<file path="config.mk">
export PLATFORM = sky130hd
export DESIGN_NAME = escaped_frame_receiver_crc32_unit_flat
export DESIGN_NICKNAME = d
export VERILOG_FILES = /design/src/rtl/efrc_pkg.sv /design/src/rtl/efrc_byte_if.sv /design/src/rtl/efrc_cfg_if.sv /design/src/rtl/efrc_result_if.sv /design/src/rtl/escaped_frame_receiver_crc32_unit.sv /design/src/flat_wrapper.sv
export SDC_FILE = /design/constraint.sdc
export NUM_CORES = 1
export LEC_CHECK = 0
export CAP_MARGIN = 20
export CELL_PAD_IN_SITES_DETAIL_PLACEMENT = 1
export CELL_PAD_IN_SITES_GLOBAL_PLACEMENT = 1
export CORE_ASPECT_RATIO = 0.6
export CORE_MARGIN = 3
export CORE_UTILIZATION = 47
export CTS_CLUSTER_SIZE = 30
export DETAILED_ROUTE_END_ITERATION = 16
export DONT_BUFFER_PORTS = 1
export PLACE_DENSITY = 0.89
export SETUP_SLACK_MARGIN = 0.05
export SYNTH_ARGS = -nofsm -noshare
export SYNTH_HDL_FRONTEND = slang
export SYNTH_SLANG_ARGS = --single-unit
</file>
<file path="constraint.sdc">
create_clock -name clk -period 6.7 [get_ports clk]
set_input_delay 0.335 -clock clk [delete_from_list [all_inputs] [get_ports clk]]
set_output_delay 0.335 -clock clk [all_outputs]
set_load 0.01 [all_outputs]
</file>
<file path="src/rtl/efrc_pkg.sv">
`timescale 1ns / 1ps
// ----------------------------------------------------------------------------
// efrc_pkg
// Shared constants and a CRC-32 word helper for the escaped frame receiver.
// ----------------------------------------------------------------------------
package efrc_pkg;

	localparam int MAX_PACKET_DEF = 256;

	localparam int BYTE_W    = 8;
	localparam int CFG_IDX_W = 2;

	localparam logic [CFG_IDX_W-1:0] CFG_START_BYTE  = 2'd0;
	localparam logic [CFG_IDX_W-1:0] CFG_ESCAPE_BYTE = 2'd1;
	localparam logic [CFG_IDX_W-1:0] CFG_OWN_NODE_ID = 2'd2;

	localparam logic [BYTE_W-1:0] START_BYTE_RST  = 8'hA5;
	localparam logic [BYTE_W-1:0] ESCAPE_BYTE_RST = 8'h5A;
	localparam logic [BYTE_W-1:0] OWN_NODE_ID_RST = 8'h00;

	localparam logic KIND_PAYLOAD = 1'b0;
	localparam logic KIND_STATUS  = 1'b1;

	localparam logic [31:0] CRC_POLY = 32'h04C1_1DB7;
	localparam logic [31:0] CRC_INIT = 32'hFFFF_FFFF;

	// One 32-bit word, MSB first; unrolls to an XOR network.
	function automatic logic [31:0] crc_word(input logic [31:0] crc, input logic [31:0] word);
		logic [31:0] c;
		c = crc ^ word;
		for (int k = 0; k < 32; k++) begin
			if (c[31]) begin
				c = {c[30:0], 1'b0} ^ CRC_POLY;
			end else begin
				c = {c[30:0], 1'b0};
			end
		end
		return c;
	endfunction

endpackage

</file>
<file path="src/rtl/efrc_byte_if.sv">
`timescale 1ns / 1ps
// ----------------------------------------------------------------------------
// efrc_byte_if
// Valid/ready channel carrying one received raw byte.
// ----------------------------------------------------------------------------
interface efrc_byte_if import efrc_pkg::*; ();
	logic              valid;
	logic              ready;
	logic [BYTE_W-1:0] rx_byte;

	modport source (output valid, output rx_byte, input ready);
	modport sink   (input valid, input rx_byte, output ready);
endinterface

</file>
<file path="src/rtl/efrc_cfg_if.sv">
`timescale 1ns / 1ps
// ----------------------------------------------------------------------------
// efrc_cfg_if
// Valid/ready register write channel: register index and write data.
// ----------------------------------------------------------------------------
interface efrc_cfg_if import efrc_pkg::*; ();
	logic                 valid;
	logic                 ready;
	logic [CFG_IDX_W-1:0] index;
	logic [BYTE_W-1:0]    data;

	modport source (output valid, output index, output data, input ready);
	modport sink   (input valid, input index, input data, output ready);
endinterface

</file>
<file path="src/rtl/efrc_result_if.sv">
`timescale 1ns / 1ps
// ----------------------------------------------------------------------------
// efrc_result_if
// Valid/ready channel carrying a payload byte or an end-of-frame status.
// ----------------------------------------------------------------------------
interface efrc_result_if import efrc_pkg::*; ();
	logic              valid;
	logic              ready;
	logic              result_kind;
	logic [BYTE_W-1:0] payload_byte;
	logic              crc_matches;
	logic              frame_accepted;
	logic [BYTE_W-1:0] frame_sender;
	logic [BYTE_W-1:0] frame_sequence;
	logic [BYTE_W-1:0] frame_length;

	modport source (
		output valid, output result_kind, output payload_byte, output crc_matches,
		output frame_accepted, output frame_sender, output frame_sequence,
		output frame_length, input ready
	);
	modport sink (
		input valid, input result_kind, input payload_byte, input crc_matches,
		input frame_accepted, input frame_sender, input frame_sequence,
		input frame_length, output ready
	);
endinterface

</file>
<file path="src/rtl/escaped_frame_receiver_crc32_unit.sv">
`timescale 1ns / 1ps
// ----------------------------------------------------------------------------
// escaped_frame_receiver_crc32_unit
// Byte-stuffed frame deframer: unescapes, parses header, emits payload bytes
// and a closing status with a CRC-32 check over the stored whole words.
// ----------------------------------------------------------------------------
// channel | dir | payload                                  | transfer when
// rx      | in  | rx_byte                                  | valid & ready
// cfg     | in  | index, data (0 start, 1 escape, 2 own id) | valid & ready
// res     | out | result_kind, payload_byte, status fields | valid & ready
//
// One byte per cycle while rx.ready is high; each byte updates the frame
// state and, at most, one result in the output register, in its transfer cycle.
// rx.ready is low only while a result waits and res.ready is low.
// The CRC word step is a 32-bit shift-and-XOR network in the accept cycle.
// arst_n clears the frame state and restores the register defaults; the
// result data registers are not reset and only matter while res.valid is high.
// ----------------------------------------------------------------------------
module escaped_frame_receiver_crc32_unit import efrc_pkg::*; #(
	parameter int MAX_PACKET = MAX_PACKET_DEF
) (
	input  logic          clk,
	input  logic          arst_n,
	efrc_byte_if.sink     rx,
	efrc_cfg_if.sink      cfg,
	efrc_result_if.source res
);

	localparam int STORED_W = $clog2(MAX_PACKET + 5);
	localparam int RAW_W    = $clog2(2 * (MAX_PACKET + 8) + 1);
	localparam int CMP_W    = ((STORED_W > 9) ? STORED_W : 9) + 1;
	localparam logic [STORED_W-1:0] STORED_LIMIT = STORED_W'(MAX_PACKET + 4);
	localparam logic [RAW_W-1:0]    RAW_LIMIT    = RAW_W'(2 * (MAX_PACKET + 8));

	logic [BYTE_W-1:0]   start_q, esc_byte_q, own_id_q;
	logic                in_frame_q, esc_pend_q, seq_seen_q;
	logic [BYTE_W-1:0]   length_q, sender_q, seq_q;
	logic [STORED_W-1:0] stored_q;
	logic [RAW_W-1:0]    raw_q;
	logic [2:0]          crc_taken_q;
	logic [31:0]         rcv_crc_q, run_crc_q;
	logic [23:0]         word_q;
	logic                out_valid_q;

	logic                in_frame_d, esc_pend_d, seq_seen_d;
	logic [BYTE_W-1:0]   length_d, sender_d, seq_d;
	logic [STORED_W-1:0] stored_d;
	logic [RAW_W-1:0]    raw_d;
	logic [2:0]          crc_taken_d;
	logic [31:0]         rcv_crc_d, run_crc_d;
	logic [23:0]         word_d;

	logic                emit, emit_status, crc_ok;
	logic                guard, do_store;
	logic [BYTE_W-1:0]   b;
	logic [31:0]         rcv_full;
	logic [CMP_W-1:0]    stored_x, len_x, taken_x;

	logic                kind_q, match_q, acc_q;
	logic [BYTE_W-1:0]   pay_q, snd_q, sq_q, len_q;

	logic rx_fire;

	assign rx.ready  = !out_valid_q || res.ready;
	assign rx_fire   = rx.valid && rx.ready;
	assign cfg.ready = 1'b1;
	assign b         = rx.rx_byte;

	always_comb begin
		guard = (raw_q >= RAW_LIMIT) || (stored_q >= STORED_LIMIT);

		in_frame_d  = guard ? 1'b0 : in_frame_q;
		length_d    = guard ? '0 : length_q;
		sender_d    = guard ? '0 : sender_q;
		seq_d       = guard ? '0 : seq_q;
		seq_seen_d  = guard ? 1'b0 : seq_seen_q;
		stored_d    = guard ? '0 : stored_q;
		raw_d       = guard ? '0 : raw_q;
		crc_taken_d = guard ? '0 : crc_taken_q;
		rcv_crc_d   = guard ? '0 : rcv_crc_q;
		run_crc_d   = guard ? CRC_INIT : run_crc_q;
		word_d      = guard ? '0 : word_q;

		raw_d       = raw_d + RAW_W'(1);
		esc_pend_d  = 1'b0;
		emit        = 1'b0;
		emit_status = 1'b0;
		do_store    = 1'b0;
		crc_ok      = 1'b0;

		stored_x = CMP_W'(stored_d);
		len_x    = CMP_W'(length_d);
		taken_x  = CMP_W'(crc_taken_d);

		rcv_full = rcv_crc_d;
		unique case (crc_taken_d[1:0])
			2'd0: rcv_full[31:24] = rcv_crc_d[31:24] | b;
			2'd1: rcv_full[23:16] = rcv_crc_d[23:16] | b;
			2'd2: rcv_full[15:8]  = rcv_crc_d[15:8] | b;
			2'd3: rcv_full[7:0]   = rcv_crc_d[7:0] | b;
			default: rcv_full = rcv_crc_d;
		endcase

		priority if (b == esc_byte_q && !esc_pend_q) begin
			esc_pend_d = 1'b1;
		end else if (!in_frame_d) begin
			if (b == start_q) begin
				in_frame_d = 1'b1;
				do_store   = 1'b1;
			end
		end else if (length_d == '0) begin
			length_d = b;
			do_store = 1'b1;
		end else if (sender_d == '0) begin
			sender_d = b;
			do_store = 1'b1;
		end else if (!seq_seen_d) begin
			seq_d      = b;
			seq_seen_d = 1'b1;
			do_store   = 1'b1;
		end else if (stored_x < len_x + CMP_W'(4)) begin
			do_store = 1'b1;
			emit     = 1'b1;
		end else if (stored_x + taken_x < len_x + CMP_W'(8)) begin
			rcv_crc_d   = rcv_full;
			crc_taken_d = crc_taken_d + 3'd1;
			if (crc_taken_d == 3'd4) begin
				emit        = 1'b1;
				emit_status = 1'b1;
				crc_ok      = (rcv_full == ~run_crc_d);
			end
		end

		if (do_store) begin
			unique case (stored_d[1:0])
				2'd0: word_d[7:0]   = word_d[7:0] | b;
				2'd1: word_d[15:8]  = word_d[15:8] | b;
				2'd2: word_d[23:16] = word_d[23:16] | b;
				2'd3: begin
					run_crc_d = crc_word(run_crc_d, {b, word_d});
					word_d    = '0;
				end
				default: word_d = word_d;
			endcase
			stored_d = stored_d + STORED_W'(1);
		end

		if (emit_status) begin
			in_frame_d  = 1'b0;
			length_d    = '0;
			sender_d    = '0;
			seq_d       = '0;
			seq_seen_d  = 1'b0;
			stored_d    = '0;
			raw_d       = '0;
			crc_taken_d = '0;
			rcv_crc_d   = '0;
			run_crc_d   = CRC_INIT;
			word_d      = '0;
		end
	end

	always_ff @(posedge clk or negedge arst_n) begin
		if (!arst_n) begin
			start_q     <= START_BYTE_RST;
			esc_byte_q  <= ESCAPE_BYTE_RST;
			own_id_q    <= OWN_NODE_ID_RST;
			in_frame_q  <= 1'b0;
			esc_pend_q  <= 1'b0;
			length_q    <= '0;
			sender_q    <= '0;
			seq_q       <= '0;
			seq_seen_q  <= 1'b0;
			stored_q    <= '0;
			raw_q       <= '0;
			crc_taken_q <= '0;
			rcv_crc_q   <= '0;
			run_crc_q   <= CRC_INIT;
			word_q      <= '0;
			out_valid_q <= 1'b0;
		end else begin
			if (cfg.valid) begin
				unique case (cfg.index)
					CFG_START_BYTE:  start_q    <= cfg.data;
					CFG_ESCAPE_BYTE: esc_byte_q <= cfg.data;
					CFG_OWN_NODE_ID: own_id_q   <= cfg.data;
					default: ;
				endcase
			end
			if (rx_fire) begin
				in_frame_q  <= in_frame_d;
				esc_pend_q  <= esc_pend_d;
				length_q    <= length_d;
				sender_q    <= sender_d;
				seq_q       <= seq_d;
				seq_seen_q  <= seq_seen_d;
				stored_q    <= stored_d;
				raw_q       <= raw_d;
				crc_taken_q <= crc_taken_d;
				rcv_crc_q   <= rcv_crc_d;
				run_crc_q   <= run_crc_d;
				word_q      <= word_d;
				out_valid_q <= emit;
			end else if (res.ready) begin
				out_valid_q <= 1'b0;
			end
		end
	end

	always_ff @(posedge clk) begin
		if (rx_fire && emit) begin
			kind_q  <= emit_status ? KIND_STATUS : KIND_PAYLOAD;
			pay_q   <= emit_status ? '0 : b;
			match_q <= crc_ok;
			acc_q   <= crc_ok && (sender_q != own_id_q);
			snd_q   <= emit_status ? sender_q : '0;
			sq_q    <= emit_status ? seq_q : '0;
			len_q   <= emit_status ? length_q : '0;
		end
	end

	assign res.valid          = out_valid_q;
	assign res.result_kind    = kind_q;
	assign res.payload_byte   = pay_q;
	assign res.crc_matches    = match_q;
	assign res.frame_accepted = acc_q;
	assign res.frame_sender   = snd_q;
	assign res.frame_sequence = sq_q;
	assign res.frame_length   = len_q;

endmodule

</file>
<file path="src/flat_wrapper.sv">
// flat-port wrapper written by rule: the top's interface ports become plain ports
module escaped_frame_receiver_crc32_unit_flat import efrc_pkg::*;
#(
	parameter int MAX_PACKET = MAX_PACKET_DEF
)
  (clk, arst_n, rx_valid, rx_rx_byte, rx_ready, cfg_valid, cfg_index, cfg_data, cfg_ready, res_valid, res_result_kind, res_payload_byte, res_crc_matches, res_frame_accepted, res_frame_sender, res_frame_sequence, res_frame_length, res_ready);
  efrc_byte_if rx_i ();
  efrc_cfg_if cfg_i ();
  efrc_result_if res_i ();
  input  logic clk;
  input  logic arst_n;
  input wire logic [$bits(rx_i.valid)-1:0] rx_valid;
  input wire logic [$bits(rx_i.rx_byte)-1:0] rx_rx_byte;
  output wire logic [$bits(rx_i.ready)-1:0] rx_ready;
  input wire logic [$bits(cfg_i.valid)-1:0] cfg_valid;
  input wire logic [$bits(cfg_i.index)-1:0] cfg_index;
  input wire logic [$bits(cfg_i.data)-1:0] cfg_data;
  output wire logic [$bits(cfg_i.ready)-1:0] cfg_ready;
  output wire logic [$bits(res_i.valid)-1:0] res_valid;
  output wire logic [$bits(res_i.result_kind)-1:0] res_result_kind;
  output wire logic [$bits(res_i.payload_byte)-1:0] res_payload_byte;
  output wire logic [$bits(res_i.crc_matches)-1:0] res_crc_matches;
  output wire logic [$bits(res_i.frame_accepted)-1:0] res_frame_accepted;
  output wire logic [$bits(res_i.frame_sender)-1:0] res_frame_sender;
  output wire logic [$bits(res_i.frame_sequence)-1:0] res_frame_sequence;
  output wire logic [$bits(res_i.frame_length)-1:0] res_frame_length;
  input wire logic [$bits(res_i.ready)-1:0] res_ready;
  assign rx_i.valid = rx_valid;
  assign rx_i.rx_byte = rx_rx_byte;
  assign rx_ready = rx_i.ready;
  assign cfg_i.valid = cfg_valid;
  assign cfg_i.index = cfg_index;
  assign cfg_i.data = cfg_data;
  assign cfg_ready = cfg_i.ready;
  assign res_valid = res_i.valid;
  assign res_result_kind = res_i.result_kind;
  assign res_payload_byte = res_i.payload_byte;
  assign res_crc_matches = res_i.crc_matches;
  assign res_frame_accepted = res_i.frame_accepted;
  assign res_frame_sender = res_i.frame_sender;
  assign res_frame_sequence = res_i.frame_sequence;
  assign res_frame_length = res_i.frame_length;
  assign res_i.ready = res_ready;
  escaped_frame_receiver_crc32_unit #(.MAX_PACKET(MAX_PACKET)) u_core (.clk(clk), .arst_n(arst_n), .rx(rx_i), .cfg(cfg_i), .res(res_i));
endmodule
</file>
-- Word-level counts from Yosys, hierarchy flattened
Cells that the tools add are included.
- input port bits: 23
- logic and storage cells: 296
- output and inout port bits: 38
- flip-flop bits (word level): 197
- equality and inequality tests: 13
- $add $sub $neg: 6
- mux-type cells: 192
- order comparisons: 4
- reductions and logical operators: 17
- bitwise gates (word level): 41
- operator list (operator ; count):
    $mux 32 ; 75
    $mux 27 ; 32
    $not 14->14 ; 32
    $mux 8 ; 22
    $mux 24 ; 3
    $or 8x8->8 ; 7
    $pmux 8 s2 ; 3
    $mux 1 ; 43
    $eq 32x32->1 ; 1
    $not 32->32 ; 1
    $xor 32x32->32 ; 1
    $mux 3 ; 9
    $mux 9 ; 3
    $mux 10 ; 2
    $eq 8x8->1 ; 2
    $logic_not 8->1 ; 2
    $add 10x1->10 const B ; 1
    $add 9x3->10 ; 1
    $eq 2x2->1 const B ; 5
    $ge 10x10->1 const B ; 1
    $lt 10x10->1 ; 1
    $lt 9x10->1 ; 1
    $add 8x3->9 const B ; 1
    $add 8x4->9 const B ; 1
    other kinds (12) ; 23

-- Longest topological paths before layout
- depth after elaboration: 137
- gate-level depth with buffers: 29
- depth with buffers taken out: 22

-- Least setup slack after synthesis
OpenSTA, ideal clock, no wires.
- kind: register -> register
- start point: register u_core.stored_q[3]
- end point: register u_core.match_q (netlist: u_core.res.crc_matches), enable pin
- path slack: -0.635 ns
- cell stages (with the launch flop): 26
- library setup time: 0.483 ns
- data required time: 6.217 ns
- period minus slack after synthesis: 7.335 ns
- data arrival time: 6.851 ns
- buffers on the path: 6
- cell sequence: dfrtp_1 buf_6 or4_4 o31ai_4 buf_6 nand2_1 clkbuf_1 clkbuf_1 buf_1 clkbuf_1 nor2_1 ha_1 a21o_1 o21ai_0 nand2_1 nand2_1 xnor2_1 nor2_1 ha_1 nand2_1 a21oi_1 o211ai_1 a21boi_0 nor2_1 nand2_1 a211oi_1
- word-level cells in the longest chain between the ends: 14
- elaborated cells on any way between the ends: 26
- classes of those cells: 4 x add/sub; 3 x order compare; 1 x eq/ne; 14 x mux; 4 x reduce/logical
- RTL lines (element ; line ; source):
    from (decl) ; escaped_frame_receiver_crc32_unit.sv:38 ; logic [STORED_W-1:0] stored_q;
    from (signal assigned) ; escaped_frame_receiver_crc32_unit.sv:197 ; stored_q <= stored_d;
    parallel branches: the longest is 11 deep, another holds $add 9x3->10 ; n/a ;
    $mux 1 (*) ; escaped_frame_receiver_crc32_unit.sv:106 ; end else if (!in_frame_d) begin
    $mux 1 (*) ; escaped_frame_receiver_crc32_unit.sv:104 ; priority if (b == esc_byte_q && !esc_pend_q) begin
    $logic_and 1x1->1 (*) ; escaped_frame_receiver_crc32_unit.sv:211 ; if (rx_fire && emit) begin
    to (signal assigned) ; escaped_frame_receiver_crc32_unit.sv:214 ; match_q <= crc_ok;
    to (decl) ; escaped_frame_receiver_crc32_unit.sv:59 ; logic kind_q, match_q, acc_q;
Every way passes the cells marked *.
A chain may end at the register's enable or synchronous reset.

-- Final worst setup path
- start point: register u_core.stored_q[2]
- end point: register u_core.rcv_crc_q[17]
- word-level cells in the longest chain between the ends: 14
- elaborated cells on any way between the ends: 37
- classes of those cells: 4 x add/sub; 3 x order compare; 2 x eq/ne; 24 x mux; 1 x bitwise; 3 x reduce/logical
- RTL lines (element ; line ; source):
    parallel branches: the longest is 13 deep, another holds $add 9x3->10 ; n/a ;
    $mux 32 (*) ; escaped_frame_receiver_crc32_unit.sv:148 ; if (emit_status) begin
    to (signal assigned) ; escaped_frame_receiver_crc32_unit.sv:200 ; rcv_crc_q <= rcv_crc_d;
    to (decl) ; escaped_frame_receiver_crc32_unit.sv:41 ; logic [31:0] rcv_crc_q, run_crc_q;
Marks and branches as above.

==> parameters.txt <==
Parameter                              Value

Run status
  Status    finished, final reports clean

Worst setup path
  Worst reg2reg path startpoint    u_core.stored_q[2]
  Worst flop-to-flop path endpoint    u_core.rcv_crc_q[17]
  Worst path arrival time    6.68 ns
  Type of element launching the critical path    flop
  Critical path start-end classification    flop to flop
  Endpoint kind of the worst setup timing path    flop
  Critical Path RT    7.04 ns
  Worst reg-to-reg path cell count    22
  Top fanout value on the critical path    33
  Reg2Reg Setup Slack    0.37 ns

Clock network
  Clk buf depth    2
  Cell at the root of the clock tree    clkbuf_16
  CTS Buf Count    17
  Clock network latency to the later pin of the worst-skew pair    0.46 ns
  CTS clk-pin slew, worst paths    0.08 ns
  TritonCTS clock tree    yes
  Clk sinks    197
  H-Tree Level Count    4

Logic synthesis
  Synth warn    0
  Instance count of the mapped netlist    1252
  Most frequently used cell type in the post-synthesis netlist    xnor2_1
  Leading cell types by count after synthesis    xnor2_1 (185), dfrtp_1 (122), xor2_1 (91)
  Synth Flop Type    dfrtp_1
  Largest area contributor in the netlist    dfrtp_1
  Top cells by area in the synthesized netlist    dfrtp_1 (23%), xnor2_1 (12%), dfstp_2 (8.0%)
  Distinct cell type count after synthesis    76
  Register bit count reported by yosys    197
  Post-Synthesis Cell Area    13200 sq um
  Number of enable-type register cells in the synthesized netlist    35
  Synthesized netlist net count    1304
  Synthesized area per cell    10.5 sq um
  Post-synthesis sequential area ratio    39.1%
  Asr flop ratio synth    82.2%
  Area fraction of the dominant cell type after synthesis    23.1%

Timing
  Fmax    158 MHz
  Final total negative setup slack    0 ns
  Number of pins with negative max-slew slack in the final report    0
  Final setup violation count    0
  Clock tree skew after final layout    0.0124 ns
  Relative slew slack    30.7%
  Post-route fraction of the period consumed by the critical path    94.5%
  Final Critical Period    6.33 ns
  Transition time of the tightest slew-check pin    1.04 ns
  Unrepaired setup endpoints after global routing    no
  Final Hold Viols    0

Finish
  Combined flip-flop and latch cell area    5150 sq um
  Layout overhead on the synthesized area    7.28%
  Antenna cells    0
  Net count, final    1270
  Final standard cell utilization of the core    52.4%
  Number of cells in the finished layout apart from fillers    1591
  Share of post-route cells with drive strength above 1    13.3%
  Multi-input logic area    7650 sq um
  Number of fill cells    2878

Floorplan
  Die Y-Extent    136 microns
  Placement Rows    46
  Initial core utilization    48.9%
  Die ar.    30200 sq um
  Count of pins on the block boundary    61
  Die width    222 microns
  Core ar.    27000 sq um

Place
  Placer's final routability congestion estimate    0.981
  Final HPWL from detailed placement    31700 microns
  Post-Place Cells    1556
  Port buffer count    0

Job
  Number of max-cap violations    0

Drt
  TritonRoute pass-1 iters    8
  Via count    10200
  Number of DRC violations after detailed-routing iteration 0    1420
  Remaining number of nets flagged by the antenna check after routing    0
  DR WL/cell    27.5 microns
  Remaining DRCs    0
  Wire length reported by the detailed router    43700 microns
  Via density per instance    6.42

Hold path
  Type of the most critical hold path    primary input to flop
  Start point of the worst hold path    rx_rx_byte[4]
  Cell count of the worst hold path    1
  Worst min-delay path endpoint    u_core.sender_q[4]

GRT
  Aggregate global routing overflow    0
  Wire length of the first global-routing pass    67400 microns
  Overall fraction of global-route tracks in use    29.6%
  Number of antenna violations at the first check in global routing    1
  Pin count of the biggest net entering global routing    163
  Vias in the first global route    10600
==> critical path, cell delays in order (launching register included) <==
cell and delay [ns]:
dfrtp_1 0.52, or4_4 0.59, o31ai_4 0.25, buf_4 0.42, and3_1 0.28, ha_1 0.21
ha_1 0.23, a21o_1 0.13, o21ai_0 0.08, nand2_1 0.11, nand2_1 0.08, xnor2_1 0.17
nor2_1 0.06, ha_1 0.29, nand2_1 0.07, a21oi_1 0.04, o211ai_1 0.23, a21boi_0 0.26
or4b_2 0.74, o21ai_1 0.22, nand2_1 0.47, buf_4 0.45, a22o_1 0.28
==> cells in the final DEF, fill, tap and decap left out, types with 7 or more instances in the layout <==
cell type / count
xnor2_1: 185
dfrtp_1: 122
xor2_1: 91
nand2_1: 78
a22o_1: 78
nor2_1: 68
a21oi_1: 59
o21ai_0: 48
and3_1: 44
dfstp_2: 40
edfxtp_1: 35
nand3_1: 31
ha_1: 29
xnor3_1: 25
inv_1: 24
mux2_2: 24
buf_4: 21
clkbuf_16: 18
a211oi_1: 16
xnor2_2: 11
nand4_1: 10
nor4_1: 9
nor3_1: 8
nand3b_1: 8
a222oi_1: 7
o22ai_1: 7
nor2b_1: 7
==> cell type report <==
| class | count | area share, % |
|---|---|---|
| sequential | 197 | 36.4 |
| tap | 360 | 3.18 |
| inverter | 24 | 0.637 |
| multi-input combinational | 953 | 54.0 |
| clock buffer | 21 | 3.40 |
| timing repair buffer | 25 | 1.56 |
| clock inverter | 11 | 0.760 |
==> metal layers <==
metal	routed length [microns]	share of wire [%]	global-route usage, %	vias up
met1	19300	44	43.2	5215
met5	13	0.030	0	-
met2	17900	41	41.3	587
met4	478	1.1	6.11	2
li1	-	-	-	4363
met3	6080	14	12.0	48
==> cell families after synthesis <==
logic type | synth area share (%)
AO/OA/AOI/OAI | 14.9
XOR/XNOR | 27.0
adder cells (fa/ha/maj) | 2.75
buffers and inverters | 3.16
flip-flops | 39.1
multiplexers | 2.05
other | 0.0284
AND/OR/NAND/NOR | 11.1
==> how the worst max path moves through the flow <==
| stage | start | end | slack, ns | cells past startpoint |
|---|---|---|---|---|
| 3_3_place_gp | u_core.stored_q[2] | u_core.rcv_crc_q[15] | 1.02 | 22 |
| 5_1_grt | u_core.stored_q[2] | u_core.length_q[6] | 0.12 | 22 |
| 2_1_floorplan | u_core.stored_q[3] | u_core.res.crc_matches | 0.59 | 25 |
| 6_report | u_core.stored_q[2] | u_core.rcv_crc_q[17] | 0.37 | 22 |
| 3_5_place_dp | u_core.stored_q[2] | u_core.rcv_crc_q[17] | 0.61 | 22 |
| 4_1_cts | u_core.stored_q[2] | u_core.rcv_crc_q[17] | 0.54 | 22 |
==> state kept, by name (all words and copies together) (netlist names), 3 cells and up <==
signal	cells
u_core.rcv_crc_q	32
u_core.run_crc_q	32
u_core.word_q	24
u_core.raw_q	10
u_core.stored_q	9
u_core.esc_byte_q	8
u_core.length_q	8
u_core.own_id_q	8
u_core.res.frame_length	8
u_core.res.frame_sender	8
u_core.res.frame_sequence	8
u_core.res.payload_byte	8
u_core.sender_q	8
u_core.seq_q	8
u_core.start_q	8
u_core.crc_taken_q	3
==> timing repair <==
item,in CTS,in global routing
endpoints found under the hold margin,162,0
resized for setup,0,0
setup buffers,0,0
hold buffers,2,0
==> metrics by stage <==
stage                     cell area, sq um  worst slack, ns  hold WS, ns
after CTS                            14100            0.536     0.000522
after global placement               13500             1.02       0.0501
after global routing                 14200            0.124      0.00664
after detailed placement             13500            0.609       0.0469
final                                14200            0.367       0.0154
after floorplan                      13200            0.594       0.0394
Power is left out: the tool's default activity adds up to more than one toggle a clock period on the data nets, which glitch-free logic cannot reach.
